$ cat src/bslc_pkg.sv
// bslc_pkg: shared types, codes and constants of the battery status LED controller
// no dependencies
`default_nettype none

package bslc_pkg;

  localparam int unsigned MV_W      = 13;
  localparam int unsigned HP_W      = 15;
  localparam int unsigned FC_W      = 4;
  localparam int unsigned LAYER_W   = 8;
  localparam int unsigned COL_W     = 24;
  localparam int unsigned CFG_W     = 15;
  localparam int unsigned CFG_IDX_W = 3;
  localparam int unsigned REQ_W     = 3;

  typedef enum logic [REQ_W-1:0] {
    REQ_TICK       = 3'd0,
    REQ_SAMPLE     = 3'd1,
    REQ_READ_FAIL  = 3'd2,
    REQ_CONNECT    = 3'd3,
    REQ_DISCONNECT = 3'd4,
    REQ_LAYER      = 3'd5
  } req_e;

  typedef enum logic [CFG_IDX_W-1:0] {
    CFG_GOOD_MV   = 3'd0,
    CFG_FAIR_MV   = 3'd1,
    CFG_WEAK_MV   = 3'd2,
    CFG_SLOW_HALF = 3'd3,
    CFG_FAST_HALF = 3'd4,
    CFG_FLASH_CNT = 3'd5
  } cfg_idx_e;

  typedef enum logic [1:0] {
    MODE_NONE  = 2'd0,
    MODE_ON    = 2'd1,
    MODE_BLINK = 2'd2,
    MODE_FLASH = 2'd3
  } mode_e;

  // register reset values
  localparam logic [MV_W-1:0] GOOD_MV_RST   = MV_W'(3700);
  localparam logic [MV_W-1:0] FAIR_MV_RST   = MV_W'(3500);
  localparam logic [MV_W-1:0] WEAK_MV_RST   = MV_W'(3300);
  localparam logic [HP_W-1:0] SLOW_HALF_RST = HP_W'(500);
  localparam logic [HP_W-1:0] FAST_HALF_RST = HP_W'(250);
  localparam logic [FC_W-1:0] FLASH_CNT_RST = FC_W'(4);

  // colours as r, g, b bytes
  localparam logic [COL_W-1:0] COL_GREEN  = 24'h00FF00;
  localparam logic [COL_W-1:0] COL_YELLOW = 24'hFFFF00;
  localparam logic [COL_W-1:0] COL_RED    = 24'hFF0000;
  localparam logic [COL_W-1:0] COL_BLUE   = 24'h0000FF;
  localparam logic [COL_W-1:0] COL_WHITE  = 24'hFFFFFF;
  localparam logic [COL_W-1:0] COL_PURPLE = 24'h800080;
  localparam logic [COL_W-1:0] COL_CYAN   = 24'h00FFFF;
  localparam logic [COL_W-1:0] COL_ORANGE = 24'hFFA500;

  typedef struct packed {
    mode_e              mode;
    logic [COL_W-1:0]   target;
    logic               phase_on;
    logic [FC_W-1:0]    flashes;
    logic               running;
    logic [HP_W-1:0]    tick_cnt;
    logic [HP_W-1:0]    half;
    logic               batt_known;
    logic               link_up;
    logic [LAYER_W-1:0] layer;
    logic               shutdown;
    logic [COL_W-1:0]   shown;
    logic               lit;
    logic               power;
  } led_state_t;

endpackage

`default_nettype wire

$ cat src/battery_status_led_controller.sv
// Battery status LED controller: every event updates the indicator state in one pass
// depends on bslc_pkg
//
// Usage: events arrive on the in_* channel (valid/ready). req_type_i selects a
// millisecond tick, a battery sample, a failed read, a link connect or disconnect,
// or a layer change. Every event produces exactly one result on the out_* channel:
// the colour last driven, whether the LED is lit, the LED power enable and the
// shutdown latch.
// The result of an event accepted at an edge is valid after that edge.
// Throughput is one event per cycle unless the receiver stalls; the state update
// and the result register are loaded at the same edge by one combinational pass.
// When the receiver stalls, the result holds and in_ready_o stays low until the
// pending result is transferred; in_ready_o is high whenever the result register is
// empty or being taken in the same cycle.
// The user must write thresholds, half periods and the flash count (cfg_we_i,
// cfg_index_i, cfg_data_i) only while no event is in flight; the block does not
// enforce this. Reset clears all indicator state (LED dark, power off, no shutdown)
// and restores the register defaults. The shutdown latch is cleared only by reset.
`default_nettype none

module battery_status_led_controller (
  input  wire                               clk_i,
  input  wire                               rst_ni,
  input  wire                               in_valid_i,
  output logic                              in_ready_o,
  input  wire  [bslc_pkg::REQ_W-1:0]        req_type_i,
  input  wire  [bslc_pkg::MV_W-1:0]         battery_mv_i,
  input  wire                               connect_failed_i,
  input  wire  [bslc_pkg::LAYER_W-1:0]      layer_number_i,
  output logic                              out_valid_o,
  input  wire                               out_ready_i,
  output logic [7:0]                        led_red_o,
  output logic [7:0]                        led_green_o,
  output logic [7:0]                        led_blue_o,
  output logic                              led_lit_o,
  output logic                              power_enabled_o,
  output logic                              shutdown_latched_o,
  input  wire                               cfg_we_i,
  input  wire  [bslc_pkg::CFG_IDX_W-1:0]    cfg_index_i,
  input  wire  [bslc_pkg::CFG_W-1:0]        cfg_data_i
);
  import bslc_pkg::*;

  logic [MV_W-1:0] good_mv_q, fair_mv_q, weak_mv_q;
  logic [HP_W-1:0] slow_half_q, fast_half_q;
  logic [FC_W-1:0] flash_cnt_q;

  led_state_t st_q, st_d;
  logic       out_valid_q;
  logic       in_xfer;
  logic [HP_W:0] tick_sum;

  // light the target colour unless shut down
  function automatic led_state_t f_drive(led_state_t s);
    led_state_t r;
    r = s;
    if (r.shutdown) begin
      r.lit = 1'b0;
    end else begin
      r.power = 1'b1;
      r.shown = r.target;
      r.lit   = 1'b1;
    end
    return r;
  endfunction

  function automatic led_state_t f_apply(led_state_t s);
    led_state_t r;
    r = s;
    case (r.mode)
      MODE_ON: r = f_drive(r);
      MODE_BLINK: begin
        if (r.phase_on) r = f_drive(r);
        else r.lit = 1'b0;
      end
      MODE_FLASH: begin
        if (r.flashes != '0) begin
          if (r.phase_on) begin
            r = f_drive(r);
          end else begin
            r.lit     = 1'b0;
            r.flashes = r.flashes - FC_W'(1);
          end
        end else begin
          // flash budget used up: cut power for good
          r.lit      = 1'b0;
          r.power    = 1'b0;
          r.shutdown = 1'b1;
          r.mode     = MODE_NONE;
        end
      end
      default: r.lit = 1'b0;
    endcase
    return r;
  endfunction

  // colour from link and layer, only while no battery reading is known
  function automatic led_state_t f_link_layer(led_state_t s);
    led_state_t r;
    r = s;
    if (!r.batt_known) begin
      if (r.link_up) begin
        r.target = COL_BLUE;
        r.mode   = MODE_ON;
      end else begin
        case (r.layer)
          8'd0: begin r.target = COL_WHITE;  r.mode = MODE_ON; end
          8'd1: begin r.target = COL_PURPLE; r.mode = MODE_ON; end
          8'd2: begin r.target = COL_CYAN;   r.mode = MODE_ON; end
          8'd3: begin r.target = COL_ORANGE; r.mode = MODE_ON; end
          default: r.mode = MODE_NONE;
        endcase
      end
      r = f_apply(r);
    end
    return r;
  endfunction

  function automatic led_state_t f_blink_start(led_state_t s, logic [HP_W-1:0] half);
    led_state_t r;
    r = s;
    r.running  = 1'b1;
    r.tick_cnt = '0;
    r.half     = half;
    return r;
  endfunction

  assign in_ready_o = !out_valid_q || out_ready_i;
  assign in_xfer    = in_valid_i && in_ready_o;
  assign tick_sum   = {1'b0, st_q.tick_cnt} + (HP_W+1)'(1);

  always_comb begin
    st_d = st_q;
    case (req_type_i)
      REQ_TICK: begin
        if (st_q.running) begin
          // a zero half period toggles on every tick
          if (tick_sum >= {1'b0, st_q.half}) begin
            st_d.tick_cnt = '0;
            st_d.phase_on = !st_q.phase_on;
            st_d = f_apply(st_d);
          end else begin
            st_d.tick_cnt = tick_sum[HP_W-1:0];
          end
        end
      end
      REQ_SAMPLE: begin
        st_d.batt_known = (battery_mv_i != '0);
        if (st_q.shutdown) begin
          st_d.mode     = MODE_NONE;
          st_d.running  = 1'b0;
          st_d.phase_on = 1'b0;
          st_d.tick_cnt = '0;
        end else if (battery_mv_i > good_mv_q) begin
          st_d.target   = COL_GREEN;
          st_d.mode     = MODE_ON;
          st_d.running  = 1'b0;
          st_d.phase_on = 1'b0;
          st_d.tick_cnt = '0;
          st_d = f_apply(st_d);
        end else if (battery_mv_i > fair_mv_q) begin
          st_d.target = COL_YELLOW;
          st_d.mode   = MODE_BLINK;
          st_d = f_blink_start(st_d, slow_half_q);
        end else if (battery_mv_i > weak_mv_q) begin
          st_d.target = COL_RED;
          st_d.mode   = MODE_BLINK;
          st_d = f_blink_start(st_d, fast_half_q);
        end else begin
          // flash count reloads only on entry into critical mode
          if (st_q.mode != MODE_FLASH) st_d.flashes = flash_cnt_q;
          st_d.target = COL_RED;
          st_d.mode   = MODE_FLASH;
          st_d = f_blink_start(st_d, fast_half_q);
        end
        st_d = f_link_layer(st_d);
      end
      REQ_READ_FAIL: st_d = f_link_layer(st_q);
      REQ_CONNECT: begin
        if (!connect_failed_i) begin
          st_d.link_up = 1'b1;
          if (!st_q.batt_known) begin
            st_d.target = COL_BLUE;
            st_d.mode   = MODE_ON;
            st_d = f_apply(st_d);
          end
        end
      end
      REQ_DISCONNECT: begin
        st_d.link_up = 1'b0;
        if (!st_q.batt_known) begin
          st_d.mode = MODE_NONE;
          st_d = f_apply(st_d);
        end
      end
      REQ_LAYER: begin
        st_d.layer = layer_number_i;
        if (!st_q.batt_known && !st_q.link_up && !st_q.shutdown) begin
          st_d = f_link_layer(st_d);
        end
      end
      default: st_d = st_q;
    endcase
  end

  always_ff @(posedge clk_i or negedge rst_ni) begin
    if (!rst_ni) begin
      st_q        <= '0;
      out_valid_q <= 1'b0;
    end else begin
      if (in_xfer) begin
        st_q        <= st_d;
        out_valid_q <= 1'b1;
      end else if (out_ready_i) begin
        out_valid_q <= 1'b0;
      end
    end
  end

  always_ff @(posedge clk_i or negedge rst_ni) begin
    if (!rst_ni) begin
      good_mv_q   <= GOOD_MV_RST;
      fair_mv_q   <= FAIR_MV_RST;
      weak_mv_q   <= WEAK_MV_RST;
      slow_half_q <= SLOW_HALF_RST;
      fast_half_q <= FAST_HALF_RST;
      flash_cnt_q <= FLASH_CNT_RST;
    end else if (cfg_we_i) begin
      unique case (cfg_index_i)
        CFG_GOOD_MV:   good_mv_q   <= cfg_data_i[MV_W-1:0];
        CFG_FAIR_MV:   fair_mv_q   <= cfg_data_i[MV_W-1:0];
        CFG_WEAK_MV:   weak_mv_q   <= cfg_data_i[MV_W-1:0];
        CFG_SLOW_HALF: slow_half_q <= cfg_data_i[HP_W-1:0];
        CFG_FAST_HALF: fast_half_q <= cfg_data_i[HP_W-1:0];
        CFG_FLASH_CNT: flash_cnt_q <= cfg_data_i[FC_W-1:0];
        default: ;
      endcase
    end
  end

  // state only changes on a transfer, so it doubles as the result register
  assign out_valid_o        = out_valid_q;
  assign led_red_o          = st_q.shown[23:16];
  assign led_green_o        = st_q.shown[15:8];
  assign led_blue_o         = st_q.shown[7:0];
  assign led_lit_o          = st_q.lit;
  assign power_enabled_o    = st_q.power;
  assign shutdown_latched_o = st_q.shutdown;

  a_shutdown_sticky: assert property (@(posedge clk_i) disable iff (!rst_ni)
    st_q.shutdown |=> st_q.shutdown)
    else $error("shutdown latch cleared without reset");

  a_no_power_in_shutdown: assert property (@(posedge clk_i) disable iff (!rst_ni)
    st_q.shutdown |-> !st_q.power)
    else $error("led power enabled after shutdown");

  a_ready_when_empty: assert property (@(posedge clk_i) disable iff (!rst_ni)
    !out_valid_q |-> in_ready_o)
    else $error("input stalled with empty result register");

  a_result_follows: assert property (@(posedge clk_i) disable iff (!rst_ni)
    in_xfer |=> out_valid_q)
    else $error("accepted event produced no result");

  a_tick_bound: assert property (@(posedge clk_i) disable iff (!rst_ni)
    (st_q.tick_cnt == '0) || (st_q.tick_cnt < st_q.half))
    else $error("tick counter beyond half period");

endmodule

`default_nettype wire
$ cat config.mk
export PLATFORM = sky130hd
export DESIGN_NAME = battery_status_led_controller
export DESIGN_NICKNAME = d
export VERILOG_FILES = /design/src/bslc_pkg.sv /design/src/battery_status_led_controller.sv
export SDC_FILE = /design/constraint.sdc
export NUM_CORES = 1
export LEC_CHECK = 0
export ABC_AREA = 1
export BUFFER_PORTS_ARGS = -buffer_cell sky130_fd_sc_hd__buf_2
export CORE_AREA = 2 2 179 181
export DETAILED_ROUTE_END_ITERATION = 8
export DIE_AREA = 0 0 181 183
export PLACE_DENSITY = 0.61
export SETUP_SLACK_MARGIN = 0.5
export SYNTH_ARGS = -nofsm -noshare
export SYNTH_HDL_FRONTEND = slang
export SYNTH_SLANG_ARGS = --single-unit
$ cat constraint.sdc
create_clock -name clk_i -period 3.1 [get_ports clk_i]
set_input_delay 0.31 -clock clk_i [delete_from_list [all_inputs] [get_ports clk_i]]
set_output_delay 0.31 -clock clk_i [all_outputs]
set_load 0.05 [all_outputs]
==> results of run 1 <==
[cell type report]
| class | count | area share |
|---|---|---|
| multi-input cells | 1194 | 0.470 |
| flip-flops and latches | 173 | 0.319 |
| inverters | 241 | 0.0683 |
| repair buffers | 126 | 0.0628 |
| well taps | 402 | 0.0368 |
| clock buffers | 18 | 0.0321 |
| clock inverters | 14 | 0.0105 |
[sequential cells by signal, summed over array words and instances (netlist names), 4 cells and up, named ones only]
name         count
st_q            71
fast_half_q     15
slow_half_q     15
flash_cnt_q      4
fair_mv_q       13
weak_mv_q       13
led_green_o      8
good_mv_q       13
led_red_o        8
led_blue_o       8
[power groups by stage]
stage          sequential [mW]  clock (mW)  combinational, mW
3_5_place_dp              3.00           0               2.20
6_report                  2.97        2.16               2.36
3_3_place_gp              2.99           0               2.18
4_1_cts                   2.96        2.22               2.24
2_1_floorplan             2.93           0               1.74
5_1_grt                   3.02        2.31               2.65
[worst max-delay path by stage]
stage / cells past startpoint / slack, ns / startpoint / to
after floorplan: 22 / 0.19 / st_q[52]$_DFFE_PN0P_ / led_blue_o[1]$_DFFE_PN0P_
after global placement: 23 / -0.01 / st_q[52]$_DFFE_PN0P_ / led_green_o[3]$_DFFE_PN0P_
after detailed placement: 24 / -0.12 / st_q[53]$_DFFE_PN0P_ / st_q[70]$_DFFE_PN0P_
after CTS: 23 / -0.008 / st_q[53]$_DFFE_PN0P_ / led_green_o[7]$_DFFE_PN0P_
after global routing: 22 / -0.24 / st_q[53]$_DFFE_PN0P_ / led_blue_o[4]$_DFFE_PN0P_
final: 23 / -0.06 / st_q[53]$_DFFE_PN0P_ / led_green_o[6]$_DFFE_PN0P_
[per-layer routing]
layer  track usage  wire, um
met3        0.0361      1700
met2         0.357     16400
met5             0         0
met4        0.0846      1060
met1         0.263     15000
[kinds of logic after synthesis]
| family | count (synthesis) | share of synthesized area |
|---|---|---|
| DFF | 173 | 0.374 |
| adders and majority gates | 61 | 0.0654 |
| muxes | 1 | 0.000857 |
| AOI/OAI and AO/OA | 307 | 0.140 |
| buffers and inverters | 319 | 0.116 |
| and+or+nand+nor | 810 | 0.293 |
| xor gates and xnor gates | 13 | 0.00975 |
[per-stage QoR]
step	instance area, um^2	worst slack, ns	hold WS, ns	setup TNS (ns)	util
2_1_floorplan	11700	0.185	0.0144	0	-
3_3_place_gp	12400	-0.0145	0.324	-0.139	0.398
4_1_cts	13200	-0.00767	0.0590	-0.0224	0.423
5_1_grt	13700	-0.239	0.0852	-6.52	0.438
6_report	13700	-0.0560	0.0767	-0.654	0.438
3_5_place_dp	12400	-0.121	0.323	-2.22	0.398
[tightest hold or removal path, stage by stage]
cell,delay [ns]
buf_2,0.08
inv_1,0.05
nand2_1,0.06
[layout by cell type (no fill, tap or decap), types with 4 or more instances in the layout]
cell | netlist | layout
o21ai_2 | 1 | 6
a21oi_1 | 67 | 62
inv_2 | 16 | 22
buf_2 | 15 | 75
nor2_2 | 15 | 23
buf_6 | 3 | 13
nand3_1 | 82 | 72
o21ai_0 | 189 | 176
buf_12 | 0 | 4
nand3_4 | 1 | 5
o22ai_2 | 0 | 5
clkbuf_16 | 0 | 17
nor3_1 | 14 | 11
nand2_4 | 1 | 10
nand3_2 | 3 | 10
or2_2 | 6 | 6
inv_6 | 0 | 6
nand2_1 | 529 | 505
nor2_1 | 112 | 98
xor2_1 | 12 | 9
nand2_2 | 10 | 23
inv_8 | 0 | 4
ha_1 | 61 | 57
dfrtp_1 | 140 | 140
inv_4 | 3 | 4
o21ai_1 | 12 | 20
a21oi_2 | 2 | 5
o22ai_1 | 9 | 4
o211ai_1 | 12 | 12
nor4_1 | 4 | 4
buf_4 | 29 | 33
nor2_4 | 5 | 11
inv_1 | 220 | 209
nand4_1 | 22 | 22
o31ai_1 | 6 | 6
dfstp_2 | 33 | 33
[repair_timing]
action / in CTS / in global routing
pin swaps: 11 / 30
endpoints found under the hold margin: 50 / 0
cloned: 2 / 2
resized for setup: 31 / 108
setup buffers: 6 / 6
hold buffers: 1 / 0
setup endpoints to repair: 72 / 81
==> impl_metrics.py, run 1 <==
metrics = {
    "cts": {
        "clk_pin_slew_ns": 0.08,
        "clock_sinks": 173,
        "max-clock-path-buffers": 2,
        "cts_tree": "done",
        "cts_buffers": 17,
        "htreeDepth": 4,
        "cts-root-buf": "clkbuf_16",
        "insertion_delay_ns": 0.45,
    },
    "timing": {
        "skew_ns": 0.0143,
        "timing_max_transition_violations_final": 0,
        "setup_viol": 22,
        "grt_setup_unrepaired": "true",
        "fin_crit_sh": 1.02,
        "fmax_mhz": 317,
        "setup_slack_ns": -0.0560,
        "period_minus_slack_ns": 3.16,
        "final-hold-violation-count": 0,
        "slew_headroom": 0.401,
        "worst_pin_slew_ns": 0.896,
    },
    "pwr": {
        "pwr-share-comb": 0.315,
        "p_clk_frac": 0.289,
        "power_mw": 7.49,
        "power.switching_mw": 2.96,
        "p_sw_frac": 0.396,
        "intPower_mw": 4.53,
        "power.density_nw_per_um2": 547,
        "peakVddDrop_v": 0.000431,
        "share_seq_of_total_power": 0.396,
        "p_leak_nw": 7.11,
    },
    "cells_and_area": {
        "multiInputGateArea_um2": 6430,
        "fill_cells": 3190,
        "syn_to_final_growth_pct": 17.2,
        "seqCellArea_um2": 4370,
        "drive_gt1_frac": 0.194,
        "n_antenna_cell": 0,
        "instances_no_fill": 2168,
        "nNetsFinal": 1862,
    },
    "logic_synthesis": {
        "syn_area_per_cell_um2": 6.93,
        "synthTopCellsByArea": "dfrtp_1 (30%), nand2_1 (17%), o21ai_0 (8.1%)",
        "synth.most_common_cell": "nand2_1",
        "yosysSeqAreaShare": 0.374,
        "yosys.area.top_type_share": 0.300,
        "ys_ff_latch": 173,
        "syn_area_um2": 11700,
        "netlist_instances": 1684,
        "synth_edf_count": 0,
        "synth_cell_types": 49,
        "synth_common_cells": "nand2_1 (529), inv_1 (220), o21ai_0 (189), dfrtp_1 (140), nor2_1 (112)",
        "synth_ff_type": "dfrtp_1",
        "synth_warnings": 0,
        "synthArstFlopShare": 1.00,
        "yosysTopAreaCell": "dfrtp_1",
        "syn_nets": 1793,
    },
    "setup_path": {
        "critical_path.top_delay_family": "simple AND/OR/NAND/NOR gates",
        "path_cells": "ha_2 -> nand3_2 -> nor2_2 -> nand2_2 -> nor2_4 -> nand2_2 -> nor2_4 -> inv_2 -> nor2_4 -> xor2_2 -> inv_2 -> ha_4 -> nand2_4 -> nor3_4 -> nand3_2 -> nand3_4 -> nand2_4 -> nand2_8 -> nand3_4 -> buf_6 -> nand2_2 -> inv_2 -> nor2_2",
        "cp.buffers_inverters": 4,
        "critPathCaptureType": "flop",
        "start_kind": "flop",
        "path_max_fanout": 6,
        "max_stage_delay_ns": 0.36,
        "critical_path_class": "reg -> reg",
        "r2r_start": "st_q[53]$_DFFE_PN0P_",
        "r2r_slack_ns": -0.06,
        "r2r-end": "led_green_o[6]$_DFFE_PN0P_",
        "rr_worst_depth": 23,
        "arrival_ns": 3.54,
        "slowest_stage": "dfrtp_1",
        "worstPathRequired_ns": 3.48,
    },
    "worst_hold_path": {
        "min_from": "in_valid_i",
        "hold-path-cell-count": 3,
        "hp-class": "in -> reg",
        "hold_end": "out_valid_o$_DFFE_PN0P_",
    },
    "die": {
        "die_w_um": 181,
        "die_y_um": 183,
        "io_pins": 77,
        "num_rows": 65,
        "initial_core_util": 0.374,
        "core_area_um2": 31200,
        "dieArea_um2": 33100,
    },
    "placed_design": {
        "port_buffers": 76,
        "placedCellCount": 2119,
        "dpl.hpwl_um": 24200,
        "gp_congestion": 0.894,
    },
    "global_routing": {
        "grt_use_total": 0.209,
        "first_global_vias": 10900,
        "grt.overflow.total": 0,
        "grt_start_max_net_pins": 59,
        "grt_pass1_wl_um": 55500,
        "antenna_found_initial": 0,
    },
    "run_status": {
        "status": "complete, but fails checks",
        "violations": "setup timing",
    },
    "job": {
        "max-cap-violations": 0,
    },
    "drt": {
        "vias": 11100,
        "antenna_left": 0,
        "route.detailed.drc": 0,
        "first_iter_violations": 718,
        "vias_per_cell": 5.12,
        "wl_um": 34100,
        "drt-pass1-iter-count": 5,
        "wire_per_inst_um": 15.8,
    },
}
No activity file was read; power rests on OpenSTA's default activity.
==> run 2, diff against run 1 <==
--- a/config.mk
+++ b/config.mk
@@ -15,3 +15,4 @@
 export SYNTH_ARGS = -nofsm -noshare
 export SYNTH_HDL_FRONTEND = slang
 export SYNTH_SLANG_ARGS = --single-unit
+export TNS_END_PERCENT = 50
==> run 2 against run 1 <==
Effect of this change:
- the run still ends with setup timing left
- design area shrank 1.9%
- total power shrank 1.8%
- register-to-register slack lost 0.02 ns
- combinational power shrank 4%
- count of clock-buffer cells in the layout grew 3
- non-clock buffer count grew 5
- largest cell class unchanged
- largest power group unchanged
==> impl_metrics.py, run 2 (synthesized netlist as in run 1, its figures left out) <==
metrics = {
    "run_status": {
        "status": "complete, but fails checks",
        "violations": "setup timing",
    },
    "cells_and_area": {
        "layout_common_cells": "nand2_1 (514), inv_1 (214), o21ai_0 (183)",
        "syn_to_final_growth_pct": 15.0,
        "top_regs": "st_q (71), fast_half_q (15), slow_half_q (15)",
        "nNetsFinal": 1867,
        "n_antenna_cell": 0,
        "drive_gt1_frac": 0.174,
        "instances_no_fill": 2173,
        "layout_commonest_cell": "nand2_1",
        "largest_reg_flops": 71,
        "largest_register": "st_q",
    },
    "global_routing": {
        "grt_pass1_wl_um": 55100,
        "first_global_vias": 10800,
        "grt.overflow.total": 0,
        "grt_use_total": 0.207,
        "grt_start_max_net_pins": 60,
        "antenna_found_initial": 0,
    },
    "timing": {
        "hold_ws_ns": 0.0684,
        "setup_slack_ns": -0.0712,
        "tns_ns": -1.31,
        "period_minus_slack_ns": 3.17,
        "grt_setup_unrepaired": "true",
        "slew_headroom": 0.248,
        "fmax_mhz": 315,
        "final-hold-violation-count": 0,
        "fin_crit_sh": 1.02,
        "setup_viol": 29,
        "worst_pin_slew_ns": 1.13,
        "skew_ns": 0.0104,
        "timing_max_transition_violations_final": 0,
    },
    "die": {
        "die_y_um": 183,
        "initial_core_util": 0.374,
        "core_area_um2": 31200,
        "io_pins": 77,
        "num_rows": 65,
        "dieArea_um2": 33100,
        "die_w_um": 181,
    },
    "drt": {
        "first_iter_violations": 795,
        "wl_um": 33400,
        "route.detailed.drc": 0,
        "drt-pass1-iter-count": 5,
        "antenna_left": 0,
        "vias": 11100,
        "wire_per_inst_um": 15.4,
        "vias_per_cell": 5.13,
    },
    "pwr": {
        "p_leak_nw": 7.07,
        "peakVddDrop_v": 0.000447,
        "power_mw": 7.35,
        "power.density_nw_per_um2": 548,
    },
    "setup_path": {
        "cp_common_cell": "nand2_1",
        "slowest_stage": "dfrtp_1",
        "max_stage_delay_ns": 0.40,
        "start_kind": "flop",
        "worstPathRequired_ns": 3.44,
        "critPathCaptureType": "flop",
        "critical_path_class": "reg -> reg",
        "path_max_fanout": 8,
        "arrival_ns": 3.51,
        "path_cells": "ha_4 -> nand3_4 -> nor2_4 -> nand2_2 -> nor2_4 -> nand2_4 -> nor2_4 -> buf_4 -> nand2_1 -> xor2_2 -> ha_1 -> inv_2 -> nor2_1 -> nor3_1 -> nand2_1 -> inv_1 -> nand3_2 -> nand2_2 -> nand2_4 -> nand3_4 -> buf_4 -> inv_6 -> nand2_1 -> nand2_1",
    },
    "placed_design": {
        "port_buffers": 76,
        "pre_cts_ws_ns": -0.216,
        "placedCellCount": 2125,
        "gp_congestion": 0.879,
        "dpl.hpwl_um": 24100,
    },
    "cts": {
        "clock_sinks": 173,
        "cts-root-buf": "clkbuf_16",
        "insertion_delay_ns": 0.45,
        "max-clock-path-buffers": 2,
        "cts_buffers": 17,
        "clk_pin_slew_ns": 0.07,
        "cts_tree": "done",
        "htreeDepth": 4,
    },
    "job": {
        "max-cap-violations": 0,
    },
    "worst_hold_path": {
        "hp-class": "in -> reg",
    },
}
==> run 2: cell count changes in the layout (fill, tap and decap cells not counted), moves of 5 or more <==
cell / before / now
nand3_2: 10 / 5
o21ai_0: 176 / 183
nand2_1: 505 / 514
buf_4: 33 / 45
nand3_1: 72 / 78
o21ai_1: 20 / 15
inv_1: 209 / 214
buf_6: 13 / 8
==> run 2: stage by stage <==
stage	utilization	cell area, um^2
3_5_place_dp	0.399	12500
4_1_cts	0.421	13100
2_1_floorplan	-	11700
6_report	0.430	13400
3_3_place_gp	0.399	12500
5_1_grt	0.430	13400
==> run 2: repair_timing <==
action                                 4_1_cts  5_1_grt
setup buffers                                4        9
pin swaps                                   10       19
setup endpoints to repair                   56       84
hold buffers                                 1        0
endpoints found under the hold margin       54        0
resized for setup                           22       54
gates cloned                                 0        2
==> run 2: area by class of cell <==
cell class	count	area [um^2]
Clock buffer	21	460
Timing Repair inverter	1	8.76
Timing Repair Buffer	131	853
Sequential cell	173	4370
Multi-Input combinational cell	1193	6200
Tap cell	402	503
Inverter	241	927
Clock inverter	11	101
Fill cell	3240	17800
==> run 2: metal layers <==
metal / vias up / global-route usage / share of wire / wire (um)
met2: 322 / 0.354 / 0.48 / 16100
met5: - / 0 / 0 / 0
met4: 0 / 0.0784 / 0.027 / 893
met1: 5249 / 0.266 / 0.44 / 14800
met3: 60 / 0.0328 / 0.046 / 1550
li1: 5506 / - / - / -
==> run 2: path summary, 6_finish.rpt <==
path | slack [ns] | end | start | cells past startpoint
max | -0.07 | led_blue_o[0]$_DFFE_PN0P_ | st_q[53]$_DFFE_PN0P_ | 24
min | 0.07 | out_valid_o$_DFFE_PN0P_ | in_valid_i | 3
max reg2reg | -0.07 | led_blue_o[0]$_DFFE_PN0P_ | st_q[53]$_DFFE_PN0P_ | 24
min reg2reg | 0.48 | st_q[29]$_DFFE_PN0P_ | st_q[29]$_DFFE_PN0P_ | 2
max in group asynchronous | 1.83 | slow_half_q[8]$_DFFE_PN1P_ | rst_ni | 3
min in group asynchronous | 0.43 | st_q[31]$_DFFE_PN0P_ | rst_ni | 2
==> run 2: power breakdown <==
part | switching, mW | leakage [nW] | internal [mW]
Sequential | 0.264 | 2.10 | 2.70
Clock | 1.03 | 0.280 | 1.10
Combinational | 1.57 | 4.69 | 0.699
Total | 2.86 | 7.07 | 4.49
==> run 2: critical path, delay by kind of cell, from the launching register on <==
kind,cells,cell delay (ns)
buffers and inverters,5,0.47
adder cells (fa/ha/maj),2,0.49
AND/OR/NAND/NOR,16,1.52
XOR/XNOR,1,0.16
flip-flops,1,0.40
